## src/soq_pkg.sv

```systemverilog
// Package for the seat occupancy qualifier: item, result, configuration and state types.
// Also holds the register index codes and reset values. No dependencies.
package soq_pkg;

  localparam int unsigned CfgIndexWidth = 3;
  localparam int unsigned CfgDataWidth  = 16;

  typedef enum logic [CfgIndexWidth-1:0] {
    CFG_AUTO_FLUSH_ENABLE   = 3'd0,
    CFG_ENERGY_SAVE_ALLOWED = 3'd1,
    CFG_ON_DEBOUNCE_TICKS   = 3'd2,
    CFG_LONG_SIT_TICKS      = 3'd3,
    CFG_OFF_DEBOUNCE_TICKS  = 3'd4,
    CFG_FLUSH_DELAY_TICKS   = 3'd5,
    CFG_DEODOR_OFF_TICKS    = 3'd6,
    CFG_ENERGY_DELAY_TICKS  = 3'd7
  } soq_cfg_index_t;

  localparam logic [9:0]  OnDebounceReset  = 10'd10;
  localparam logic [10:0] LongSitReset     = 11'd1000;
  localparam logic [15:0] OffDebounceReset = 16'd200;
  localparam logic [15:0] FlushDelayReset  = 16'd600;
  localparam logic [15:0] DeodorOffReset   = 16'd6000;
  localparam logic [15:0] EnergyDelayReset = 16'd60000;

  localparam logic [1:0] HistOccupied = 2'b01;
  localparam logic [1:0] HistLeft     = 2'b10;

  typedef struct packed {
    logic seat_present;
    logic test_mode;
  } soq_in_t;

  typedef struct packed {
    logic       seated;
    logic       present_confirmed;
    logic       sit_start;
    logic       absent_confirmed;
    logic       leave_event;
    logic       flush_request;
    logic       deodor_enable;
    logic       deodor_armed;
    logic       energy_save_request;
    logic [1:0] seat_history;
  } soq_out_t;

  typedef struct packed {
    logic        auto_flush_enable;
    logic        energy_save_allowed;
    logic [9:0]  on_debounce_ticks;
    logic [10:0] long_sit_ticks;
    logic [15:0] off_debounce_ticks;
    logic [15:0] flush_delay_ticks;
    logic [15:0] deodor_off_ticks;
    logic [15:0] energy_delay_ticks;
  } soq_cfg_t;

  typedef struct packed {
    logic [10:0] presence_count;
    logic [15:0] absence_count;
    logic        seated_flag;
    logic        long_sit_done;
    logic        flush_armed;
    logic        deodor_on;
    logic        deodor_ready;
    logic        energy_req;
    logic [1:0]  history_bits;
  } soq_state_t;

endpackage

```

## src/soq_step.sv

```systemverilog
// Next-state and result logic for one tick of the seat occupancy qualifier.
// Purely combinational; uses the types of soq_pkg.
module soq_step (
  input  soq_pkg::soq_cfg_t   cfg,
  input  soq_pkg::soq_state_t state,
  input  soq_pkg::soq_in_t    item,
  output soq_pkg::soq_state_t state_next,
  output soq_pkg::soq_out_t   result
);
  import soq_pkg::*;

  logic [11:0] pres_inc;
  logic [16:0] abs_inc;

  assign pres_inc = {1'b0, state.presence_count} + 12'd1;
  assign abs_inc  = {1'b0, state.absence_count} + 17'd1;

  always_comb begin
    state_next = state;
    result     = '0;

    if (item.seat_present) begin
      state_next.absence_count  = '0;
      state_next.presence_count = pres_inc[10:0];
      if (pres_inc > {2'b00, cfg.on_debounce_ticks}) begin
        result.present_confirmed = 1'b1;
        state_next.deodor_on     = 1'b1;
        state_next.energy_req    = 1'b0;
        state_next.history_bits  = state.history_bits | HistOccupied;
        if (!state.seated_flag) begin
          state_next.seated_flag = 1'b1;
          result.sit_start       = 1'b1;
        end
        if (pres_inc > {1'b0, cfg.long_sit_ticks}) begin
          state_next.presence_count = cfg.long_sit_ticks;
          if (!state.long_sit_done) begin
            state_next.long_sit_done = 1'b1;
            if (cfg.auto_flush_enable) begin
              state_next.flush_armed = 1'b1;
            end
          end
        end
      end
    end else begin
      state_next.absence_count = abs_inc[15:0];
      if (abs_inc > {1'b0, cfg.off_debounce_ticks}) begin
        result.absent_confirmed   = 1'b1;
        state_next.presence_count = '0;
        state_next.deodor_ready   = 1'b1;
        state_next.history_bits   = state.history_bits | HistLeft;
        if (state.seated_flag) begin
          state_next.seated_flag   = 1'b0;
          state_next.long_sit_done = 1'b0;
          result.leave_event       = 1'b1;
        end
      end
      if (abs_inc > {1'b0, cfg.flush_delay_ticks} && !item.test_mode &&
          cfg.auto_flush_enable && state.flush_armed) begin
        state_next.flush_armed = 1'b0;
        result.flush_request   = 1'b1;
      end
      if (abs_inc > {1'b0, cfg.deodor_off_ticks}) begin
        state_next.deodor_on = 1'b0;
      end
      if (abs_inc > {1'b0, cfg.energy_delay_ticks}) begin
        if (cfg.energy_save_allowed) begin
          state_next.energy_req = 1'b1;
        end
        state_next.absence_count = cfg.energy_delay_ticks;
      end
    end

    result.seated              = state_next.seated_flag;
    result.deodor_enable       = state_next.deodor_on;
    result.deodor_armed        = state_next.deodor_ready;
    result.energy_save_request = state_next.energy_req;
    result.seat_history        = state_next.history_bits;
  end

endmodule

```

## src/seat_occupancy_qualifier.sv

```systemverilog
// Top level of the seat occupancy qualifier: configuration registers, state, output skid.
// Depends on soq_pkg and soq_step.
//
// Each request is one 10 ms tick with the seat sensor level and the test-mode flag, and
// yields exactly one result. The block takes one request per clock while its skid register
// is empty: the state update is a single pass of counter increments and compares. The result
// is written to the output register or, while the consumer stalls, to a one-entry skid
// register. in_ready drops only while the skid register holds a result.
// Configuration writes are always taken (cfg_ready is tied high) and should be made while
// no request is in flight.
module seat_occupancy_qualifier (
  input  logic                                 clk,
  input  logic                                 rst,
  input  logic                                 in_valid,
  output logic                                 in_ready,
  input  soq_pkg::soq_in_t                     in_data,
  output logic                                 out_valid,
  input  logic                                 out_ready,
  output soq_pkg::soq_out_t                    out_data,
  input  logic                                 cfg_valid,
  output logic                                 cfg_ready,
  input  logic [soq_pkg::CfgIndexWidth-1:0]    cfg_index,
  input  logic [soq_pkg::CfgDataWidth-1:0]     cfg_data
);
  import soq_pkg::*;

  soq_cfg_t   cfg;
  soq_state_t state;
  soq_state_t state_next;
  soq_out_t   result;
  soq_out_t   skid_data;
  logic       skid_valid;
  logic       in_accept;
  logic       out_free;

  assign cfg_ready = 1'b1;
  assign in_ready  = !skid_valid;
  assign in_accept = in_valid && in_ready;
  assign out_free  = !out_valid || out_ready;

  soq_step u_step (
    .cfg        (cfg),
    .state      (state),
    .item       (in_data),
    .state_next (state_next),
    .result     (result)
  );

  always_ff @(posedge clk) begin
    if (rst) begin
      cfg.auto_flush_enable   <= 1'b0;
      cfg.energy_save_allowed <= 1'b0;
      cfg.on_debounce_ticks   <= OnDebounceReset;
      cfg.long_sit_ticks      <= LongSitReset;
      cfg.off_debounce_ticks  <= OffDebounceReset;
      cfg.flush_delay_ticks   <= FlushDelayReset;
      cfg.deodor_off_ticks    <= DeodorOffReset;
      cfg.energy_delay_ticks  <= EnergyDelayReset;
    end else if (cfg_valid) begin
      case (soq_cfg_index_t'(cfg_index))
        CFG_AUTO_FLUSH_ENABLE:   cfg.auto_flush_enable   <= cfg_data[0];
        CFG_ENERGY_SAVE_ALLOWED: cfg.energy_save_allowed <= cfg_data[0];
        CFG_ON_DEBOUNCE_TICKS:   cfg.on_debounce_ticks   <= cfg_data[9:0];
        CFG_LONG_SIT_TICKS:      cfg.long_sit_ticks      <= cfg_data[10:0];
        CFG_OFF_DEBOUNCE_TICKS:  cfg.off_debounce_ticks  <= cfg_data;
        CFG_FLUSH_DELAY_TICKS:   cfg.flush_delay_ticks   <= cfg_data;
        CFG_DEODOR_OFF_TICKS:    cfg.deodor_off_ticks    <= cfg_data;
        CFG_ENERGY_DELAY_TICKS:  cfg.energy_delay_ticks  <= cfg_data;
        default: ;
      endcase
    end
  end

  always_ff @(posedge clk) begin
    if (rst) begin
      state <= '0;
    end else if (in_accept) begin
      state <= state_next;
    end
  end

  // Output register control; the skid entry drains into the output register first.
  always_ff @(posedge clk) begin
    if (rst) begin
      out_valid  <= 1'b0;
      skid_valid <= 1'b0;
    end else if (out_free) begin
      if (skid_valid) begin
        out_valid  <= 1'b1;
        skid_valid <= 1'b0;
      end else begin
        out_valid <= in_accept;
      end
    end else if (in_accept) begin
      skid_valid <= 1'b1;
    end
  end

  always_ff @(posedge clk) begin
    if (out_free) begin
      if (skid_valid) begin
        out_data <= skid_data;
      end else if (in_accept) begin
        out_data <= result;
      end
    end else if (in_accept) begin
      skid_data <= result;
    end
  end

endmodule

```

## config.mk

```make
export PLATFORM = sky130hd
export DESIGN_NAME = seat_occupancy_qualifier
export DESIGN_NICKNAME = d
export VERILOG_FILES = /design/src/soq_pkg.sv /design/src/soq_step.sv /design/src/seat_occupancy_qualifier.sv
export SDC_FILE = /design/constraint.sdc
export NUM_CORES = 1
export LEC_CHECK = 0
export BUFFER_PORTS_ARGS = -buffer_cell sky130_fd_sc_hd__buf_2
export CORE_ASPECT_RATIO = 1.5
export CORE_MARGIN = 2
export CORE_UTILIZATION = 60
export CTS_CLUSTER_DIAMETER = 150
export DETAILED_ROUTE_END_ITERATION = 8
export PLACE_DENSITY_LB_ADDON = 0.12
export SLEW_MARGIN = 0
export SYNTH_ARGS = -nofsm -noshare
export SYNTH_HDL_FRONTEND = slang
export SYNTH_SLANG_ARGS = --single-unit
```

## constraint.sdc

```tcl
create_clock -name clk -period 5.05 [get_ports clk]
set_clock_uncertainty 0.15 [all_clocks]
set_input_delay 0.2525 -clock clk [delete_from_list [all_inputs] [get_ports clk]]
set_output_delay 0.2525 -clock clk [all_outputs]
set_load 0.03 [all_outputs]
```

# == Yosys cells after proc, flatten, opt, wreduce, memory -nomap -nowiden ==
# Cells that the tools add are included.
# totals
in_bits,26
register_bits,146
# classes
addsub,2
n_reduce_logical,27
bitwise,1
eq_ne,11
order_cmp,6
muxes,30
# op_table
cell,count
$gt A17 B16 Y1,4
$mux W11,5
$mux W31,1
$reduce_and A2 Y1,11
$add A16 B1 Y17 const B,1
$mux W16,1
$mux W1,13
$add A11 B1 Y12 const B,1
$eq A3 B3 Y1 const B,4
$gt A12 B10 Y1,1
$gt A12 B11 Y1,1
$mux W2,6
$mux W3,3
$reduce_bool A2 Y1,4
$eq A3 B2 Y1 const B,2
$ne A2 B1 Y1 const B,3
$reduce_and A6 Y1,1
$reduce_and A5 Y1,1
$logic_and A1 B1 Y1,4
$mux W4,1
$eq A3 B1 Y1 const B,1
$logic_not A1 Y1,3
$logic_not A3 Y1,1
$ne A2 B2 Y1 const B,1
other kinds (3),3

# == Depth between registers and ports, before layout ==
# Gate-level depths: netlist (run 1).
# depth
word_depth,9
depth_mapped,17

# == Hierarchy ==
# A second synthesis (run 1) with hierarchy kept.
# hier_totals
cells_unflattened,1054
area_unflattened_um2,8704.6
# by_module_without_submodules
module,cells_each,seq_area_each_um2,area_each_um2,n_inst
seat_occupancy_qualifier,561,3143.0,5180.0,1
soq_step,493,0.0,3524.6,1

# == Worst setup path after synthesis (run 1) ==
# Ideal clock, no wire load.
# synth_timing
kind,register to register
startpoint,"register, netlist name state[8]"
endpoint,"register skid_data[2] (netlist bit), data pin"
stages_incl_launch_ff,16
path_slack_ps,1486
n_path_buf,1
synth_period_minus_slack_ps,3564
arrival_ps,3141
cell_sequence,dfxtp_1 > ha_1 > and4_1 > nand2b_1 > nor2_1 > xor2_1 > ha_1 > a21o_1 > a21o_1 > a21oi_1 > a21oi_1 > o21ai_0 > nand2_2 > buf_4 > nand2_1 > o22ai_1
# synth_rtl
item,line_no,source
to (signal assigned),seat_occupancy_qualifier.sv:107,skid_data <= result;
to (decl),seat_occupancy_qualifier.sv:31,soq_out_t skid_data;

==> results_dict.tcl, run 1 <==
set metrics [dict create \
    areaGrowthSynthToFinish_pct 12.3 \
    r2r-start "state[8]" \
    hold_end "skid_valid" \
    dieArea_um2 14400 \
    synthTopCellsByArea "dfxtp_1, ha_1, nand2_1" \
    yosysSeqAreaShare_pct 39.0 \
    rr_endpoint "skid_data[2]" \
    fin_nets 1116 \
    fp.dieH_um 146 \
    final-setup-viol-count 0 \
    vias 6993 \
    setup_slack_ns 0.765 \
    peakVddDrop_v 0.000237 \
    die_x_um 98.7 \
    synth_flop_cell "dfxtp_1" \
    rows 51 \
    clockBufferDepth 2 \
    vias_per_cell 5.95 \
    min_from "out_ready" \
    p_total_mw 2.72 \
    seq_area_um2 3140 \
    worstHoldPathCells 3 \
    dr.pass1.iters 5 \
    netlist_area_um2 8060 \
    fillers 1086 \
    antenna_found_initial 0 \
    placed_area_um2 8350 \
    min_period_ns 4.29 \
    setup.worst_path.end_class "flip-flop" \
    worst_pin_slew_ns 1.13 \
    rsz0062_at_grt "no" \
    reg2reg_slack_ns 0.76 \
    async_flop_share_pct 0 \
    clock.fmax_mhz 233 \
    drc 0 \
    startpoint_type "flip-flop" \
    antenna_cells 0 \
    dp_cells 1134 \
    htree_levels 4 \
    synth_cell_type_count 68 \
    drtIter0Drc 409 \
    hold_class "input pin to flip-flop" \
    synth.avg_cell_area_um2 8.32 \
    finalCritPeriodShare_pct 84.9 \
    core_area_um2 13100 \
    synth.most_common_cell "nand2_1" \
    path_max_fanout 18 \
    track_usage_pct 30.4 \
    required_ns 5.07 \
    clkTransAtPathRegs_ns 0.07 \
    final_area_um2 9050 \
    start_util_pct 61.6 \
    wl_per_cell_um 18.2 \
    stdcell_count 1175 \
    grt_pass1_vias 6988 \
    synth-edff-count 22 \
    cts.sinks 146 \
    drive_gt1_share_pct 9.84 \
    syn_nets 1082 \
    maxCapViolCount 0 \
    setup_tns_ns 0 \
    place.port_buffers 38 \
    ys_seq_elements 146 \
    synth_area_leader_cell "dfxtp_1" \
    synthCells 969 \
    cts_made_buffers 17 \
    p_leak_nw 3.78 \
    io_pins 40 \
    cts-resized-gates 0 \
    synth_top_cell_area_share_pct 30.8 \
    dpl.hpwl_um 15500 \
    slew_viol_final 0 \
    grt_overflow 0 \
    grt_max_degree 71 \
    reg2reg_depth 14 \
    ys_top_cells_by_count "nand2_1, dfxtp_1, inv_1" \
    antenna_left 0 \
    powerDensity_nw_per_um2 301 \
    grt_pass1_wl_um 34400 \
    gp_congestion 0.929 \
    pre_cts_ws_ns 0.831 \
    status "completed" \
    cts-root-buf "clkbuf_16" \
    hold_viol 0 \
    synth_warnings 0 \
    cts_tree "built" \
    crit_type "flip-flop to flip-flop" \
    max-slew-margin-rel_pct 24.3 \
    crit_path_start "state[8]" \
    crit_arrival_ns 4.30 \
    multi_input_area_um2 4410 \
    clkLatencyLatePin_ns 0.43 \
    wirelength_um 21400 \
]
## worst max-delay path by stage
stage / to / slack, ns / cells past startpoint
2_1_floorplan: skid_data[2] / 1.49 / 15
3_3_place_gp: state[26] / 0.96 / 14
3_5_place_dp: out_data[4] / 0.83 / 14
4_1_cts: skid_data[2] / 0.81 / 14
5_1_grt: skid_data[2] / 0.48 / 14
6_report: skid_data[2] / 0.76 / 14
## critical path, stage by stage (launching register included)
cell,delay (ns)
dfxtp_1,0.53
ha_1,0.27
and4_1,0.23
nand2b_1,0.15
nor2_1,0.16
xor2_1,0.46
ha_1,0.35
a21o_1,0.18
a21o_1,0.16
a21oi_1,0.16
a21oi_1,0.09
o21ai_0,0.35
nand2_2,0.41
nand2_1,0.25
o22ai_1,0.11
## state kept, by name, indices dropped and copies added (netlist names)
register / count
cfg: 87
out_data: 11
out_valid: 1
skid_data: 11
skid_valid: 1
state: 35
## through the flow
stage	util [%]	hold WS [ns]
after floorplan	-	0.238
after global placement	63.8	0.289
after detailed placement	63.8	0.298
final	69.2	0.0121
after CTS	69.2	0.00433
after global routing	69.2	0.0144
## layout by cell type, fill, tap and decap left out, types with 5 or more instances in the layout
master	instances
inv_6	5
nor2_1	48
dlygate4sd3_1	9
nand2b_1	10
clkbuf_16	17
nor2b_1	5
o211ai_1	36
nand3_1	22
nand4_1	15
edfxtp_1	22
mux2_2	5
a21oi_1	78
mux2i_1	24
buf_2	38
ha_1	87
xor2_1	7
inv_1	91
nand2_1	196
xnor2_1	16
dfxtp_1	124
buf_4	8
nor3_1	13
a21o_1	5
o21ai_0	40
## cells by family (layout without fill, tap and decap cells)
kind of cell               after synthesis  in the layout  share of synthesized area, %
other                                    1              1                        0.0465
adders and majority gates               87             87                          13.5
and+or+nand+nor                        342            342                          18.7
xor gates and xnor gates                23             23                          2.50
buffers and inverters                  134            181                          6.44
muxes                                   29             29                          3.68
AOI/OAI and AO/OA                      207            207                          16.2
DFF                                    146            146                          39.0
## power breakdown
part | internal, mW | switching, mW
sequential | 1.21 | 0.0162
clock | 0.753 | 0.562
combinational | 0.0598 | 0.128
## per-layer routing
layer | routed length [µm] | global-route usage [%] | up-vias | part of all wire [%]
met2 | 11200 | 55.0 | 226 | 52
met3 | 945 | 4.76 | 82 | 4.4
met1 | 8030 | 33.2 | 3252 | 37
li1 | - | - | 3433 | -
met5 | 0 | 0 | - | 0
met4 | 1210 | 16.9 | 0 | 5.6
## layout make-up
cell class                 count  share of cell area [%]
clock inverter                15                    2.09
inverter                      94                    3.90
sequential                   146                    34.7
timing repair buffer          55                    3.76
multi-input combinational    689                    48.7
tap                          159                    2.20
clock buffer                  17                    4.70
## repair_timing
| item | in CTS | in global routing |
|---|---|---|
| hold buffers | 9 | 0 |
| hold endpoints to repair | 25 | 0 |
| setup buffers | 0 | 0 |
Note: power is estimated with default switching activity, not from simulation.
==> inputs of run 2 (changes only) <==
==> constraint.sdc (replaced) <==
create_clock -name clk -period 4.3 [get_ports clk]
set_clock_uncertainty 0.15 [all_clocks]
set_input_delay 0.215 -clock clk [delete_from_list [all_inputs] [get_ports clk]]
set_output_delay 0.215 -clock clk [all_outputs]
set_load 0.03 [all_outputs]
==> run 2 against run 1 <==
Against the previous run:
- via count decreased by 0.37%
- core utilization increased by 1.5 points
- global-route usage down 0.077 points
- worst hold slack improved by 0.022 ns
- critical path type unchanged
- largest power group unchanged
==> results_dict.tcl, run 2 (synthesized netlist as in run 1, its figures left out) <==
set metrics [dict create \
    status "completed" \
    place.port_buffers 38 \
    grt_pass1_vias 6593 \
    maxCapViolCount 0 \
    path_max_fanout 6 \
    dr.pass1.iters 6 \
    antenna_found_initial 0 \
    crit_type "flip-flop to flip-flop" \
    met1_usage_pct 33.3 \
    fp.dieH_um 146 \
    clock.fmax_mhz 248 \
    wirelength_um 21700 \
    drtIter0Drc 329 \
    cts-root-buf "clkbuf_16" \
    areaGrowthSynthToFinish_pct 14.7 \
    cp_cell_sequence "and3_1, nand3_1, nor2_1, nand2_1, xnor2_1, ha_1, nand4_1, or4_1, o22ai_1, a41oi_2, nor2_2, nor2_2, and2_1, mux2_2" \
    final_area_um2 9250 \
    antenna_cells 0 \
    vias 6967 \
    dp_cells 1147 \
    placed_area_um2 8450 \
    grt_overflow 0 \
    min_period_ns 4.03 \
    crit_arrival_ns 4.07 \
    powerDensity_nw_per_um2 345 \
    peakVddDrop_v 0.000188 \
    cts.sinks 146 \
    grtUsageMet3_pct 4.37 \
    clkTransAtPathRegs_ns 0.07 \
    drc 0 \
    setup_slack_ns 0.271 \
    start_util_pct 61.6 \
    grt_use_met2_pct 54.6 \
    clkLatencyLatePin_ns 0.43 \
    post-cts-setup-buffers 0 \
    track_usage_pct 30.3 \
    layout_commonest_cell "nand2_1" \
    dieArea_um2 14400 \
    rsz0062_at_grt "no" \
    die_x_um 98.7 \
    worst_pin_slew_ns 0.963 \
    vias_per_cell 5.82 \
    cp_slowest_stage_delay_ns 0.56 \
    finalCritPeriodShare_pct 93.7 \
    rows 51 \
    slew_viol_final 0 \
    fin_nets 1139 \
    io_pins 40 \
    hold_viol 0 \
    fillers 1071 \
    top_register "cfg" \
    htree_levels 4 \
    core_area_um2 13100 \
    layout_common_cells "nand2_1, dfxtp_1, inv_1, ha_1, a21oi_1" \
    grt_pass1_wl_um 33800 \
    setup_tns_ns 0 \
    gp_congestion 0.915 \
    cts_tree "built" \
    pre_cts_ws_ns 0.322 \
    required_ns 4.34 \
    seq_area_um2 3140 \
    top_regs "cfg (87), state (35)" \
    path_buf_inv 0 \
    max-slew-margin-rel_pct 35.6 \
    antenna_left 0 \
    drive_gt1_share_pct 10.9 \
    stdcell_count 1198 \
    multi_input_area_um2 4410 \
    clockBufferDepth 2 \
    grt_max_degree 39 \
    busiest_layer "met2" \
    final-setup-viol-count 0 \
    setup.worst_path.end_class "flip-flop" \
    hold_class "input pin to flip-flop" \
    p_leak_nw 3.89 \
    cp_top_family "simple AND/OR/NAND/NOR gates" \
    dpl.hpwl_um 15600 \
    cts_made_buffers 17 \
    largest_reg_flops 87 \
    startpoint_type "flip-flop" \
    critPathSlowestCell "or4_1" \
    hold_slack_ns 0.0342 \
    critPathMostFrequentCell "nor2_2" \
    wl_per_cell_um 18.1 \
]
run 2: changes by cell type in the layout (fill, tap and decap cells not counted):
| cell | previous run | this run |
|---|---|---|
| dlygate4sd3_1 | 9 | 19 |
| inv_6 | 5 | 0 |
| clkinv_8 | 1 | 2 |
| buf_4 | 8 | 21 |
| inv_8 | 3 | 8 |
| bufinv_16 | 2 | 1 |
run 2: timing repair:
action / CTS / global route
gates resized for setup: 0 / 0
hold buffers: 19 / 0
hold endpoints to repair: 59 / 0
run 2: power breakdown:
| group | internal (mW) | switching [mW] |
|---|---|---|
| clock network | 0.840 | 0.687 |
| logic | 0.0765 | 0.151 |
| registers | 1.42 | 0.0195 |
| total | 2.33 | 0.858 |
run 2: through the flow:
stage | power, mW | utilization, %
after floorplan | 1.60 | -
after global placement | 1.67 | 64.6
after detailed placement | 1.68 | 64.6
after CTS | 3.20 | 70.7
after global routing | 3.28 | 70.7
final | 3.19 | 70.7
run 2: worst paths after layout:
check	end	from	slack [ns]	depth (start not counted)
worst min register to register	cfg[77]	cfg[77]	0.31	2
worst max-delay path	out_data[6]	state[12]	0.27	14
worst max register to register	out_data[6]	state[12]	0.27	14
worst min-delay path	cfg[84]	cfg_data[9]	0.03	3
run 2: final cells by class:
type / count / area share [%]
multi-input cells: 689 / 47.6
inverters: 94 / 3.81
repair buffers: 78 / 5.82
clock buffers: 17 / 4.60
flip-flops and latches: 146 / 34.0
well taps: 159 / 2.15
clock inverters: 15 / 2.03
run 2: worst register-to-register path, cell delays in order, from the launching register on:
cell and delay (ns):
dfxtp_1 0.42, and3_1 0.18, nand3_1 0.14, nor2_1 0.28
nand2_1 0.11, xnor2_1 0.50, ha_1 0.21, nand4_1 0.10
or4_1 0.56, o22ai_1 0.18, a41oi_2 0.07, nor2_2 0.30
nor2_2 0.12, and2_1 0.20, mux2_2 0.26
run 2: metal layers:
layer | wire (µm) | part of all wire [%]
met5 | 0 | 0
met4 | 1210 | 5.6
met2 | 11400 | 52
met3 | 1050 | 4.8
met1 | 8080 | 37
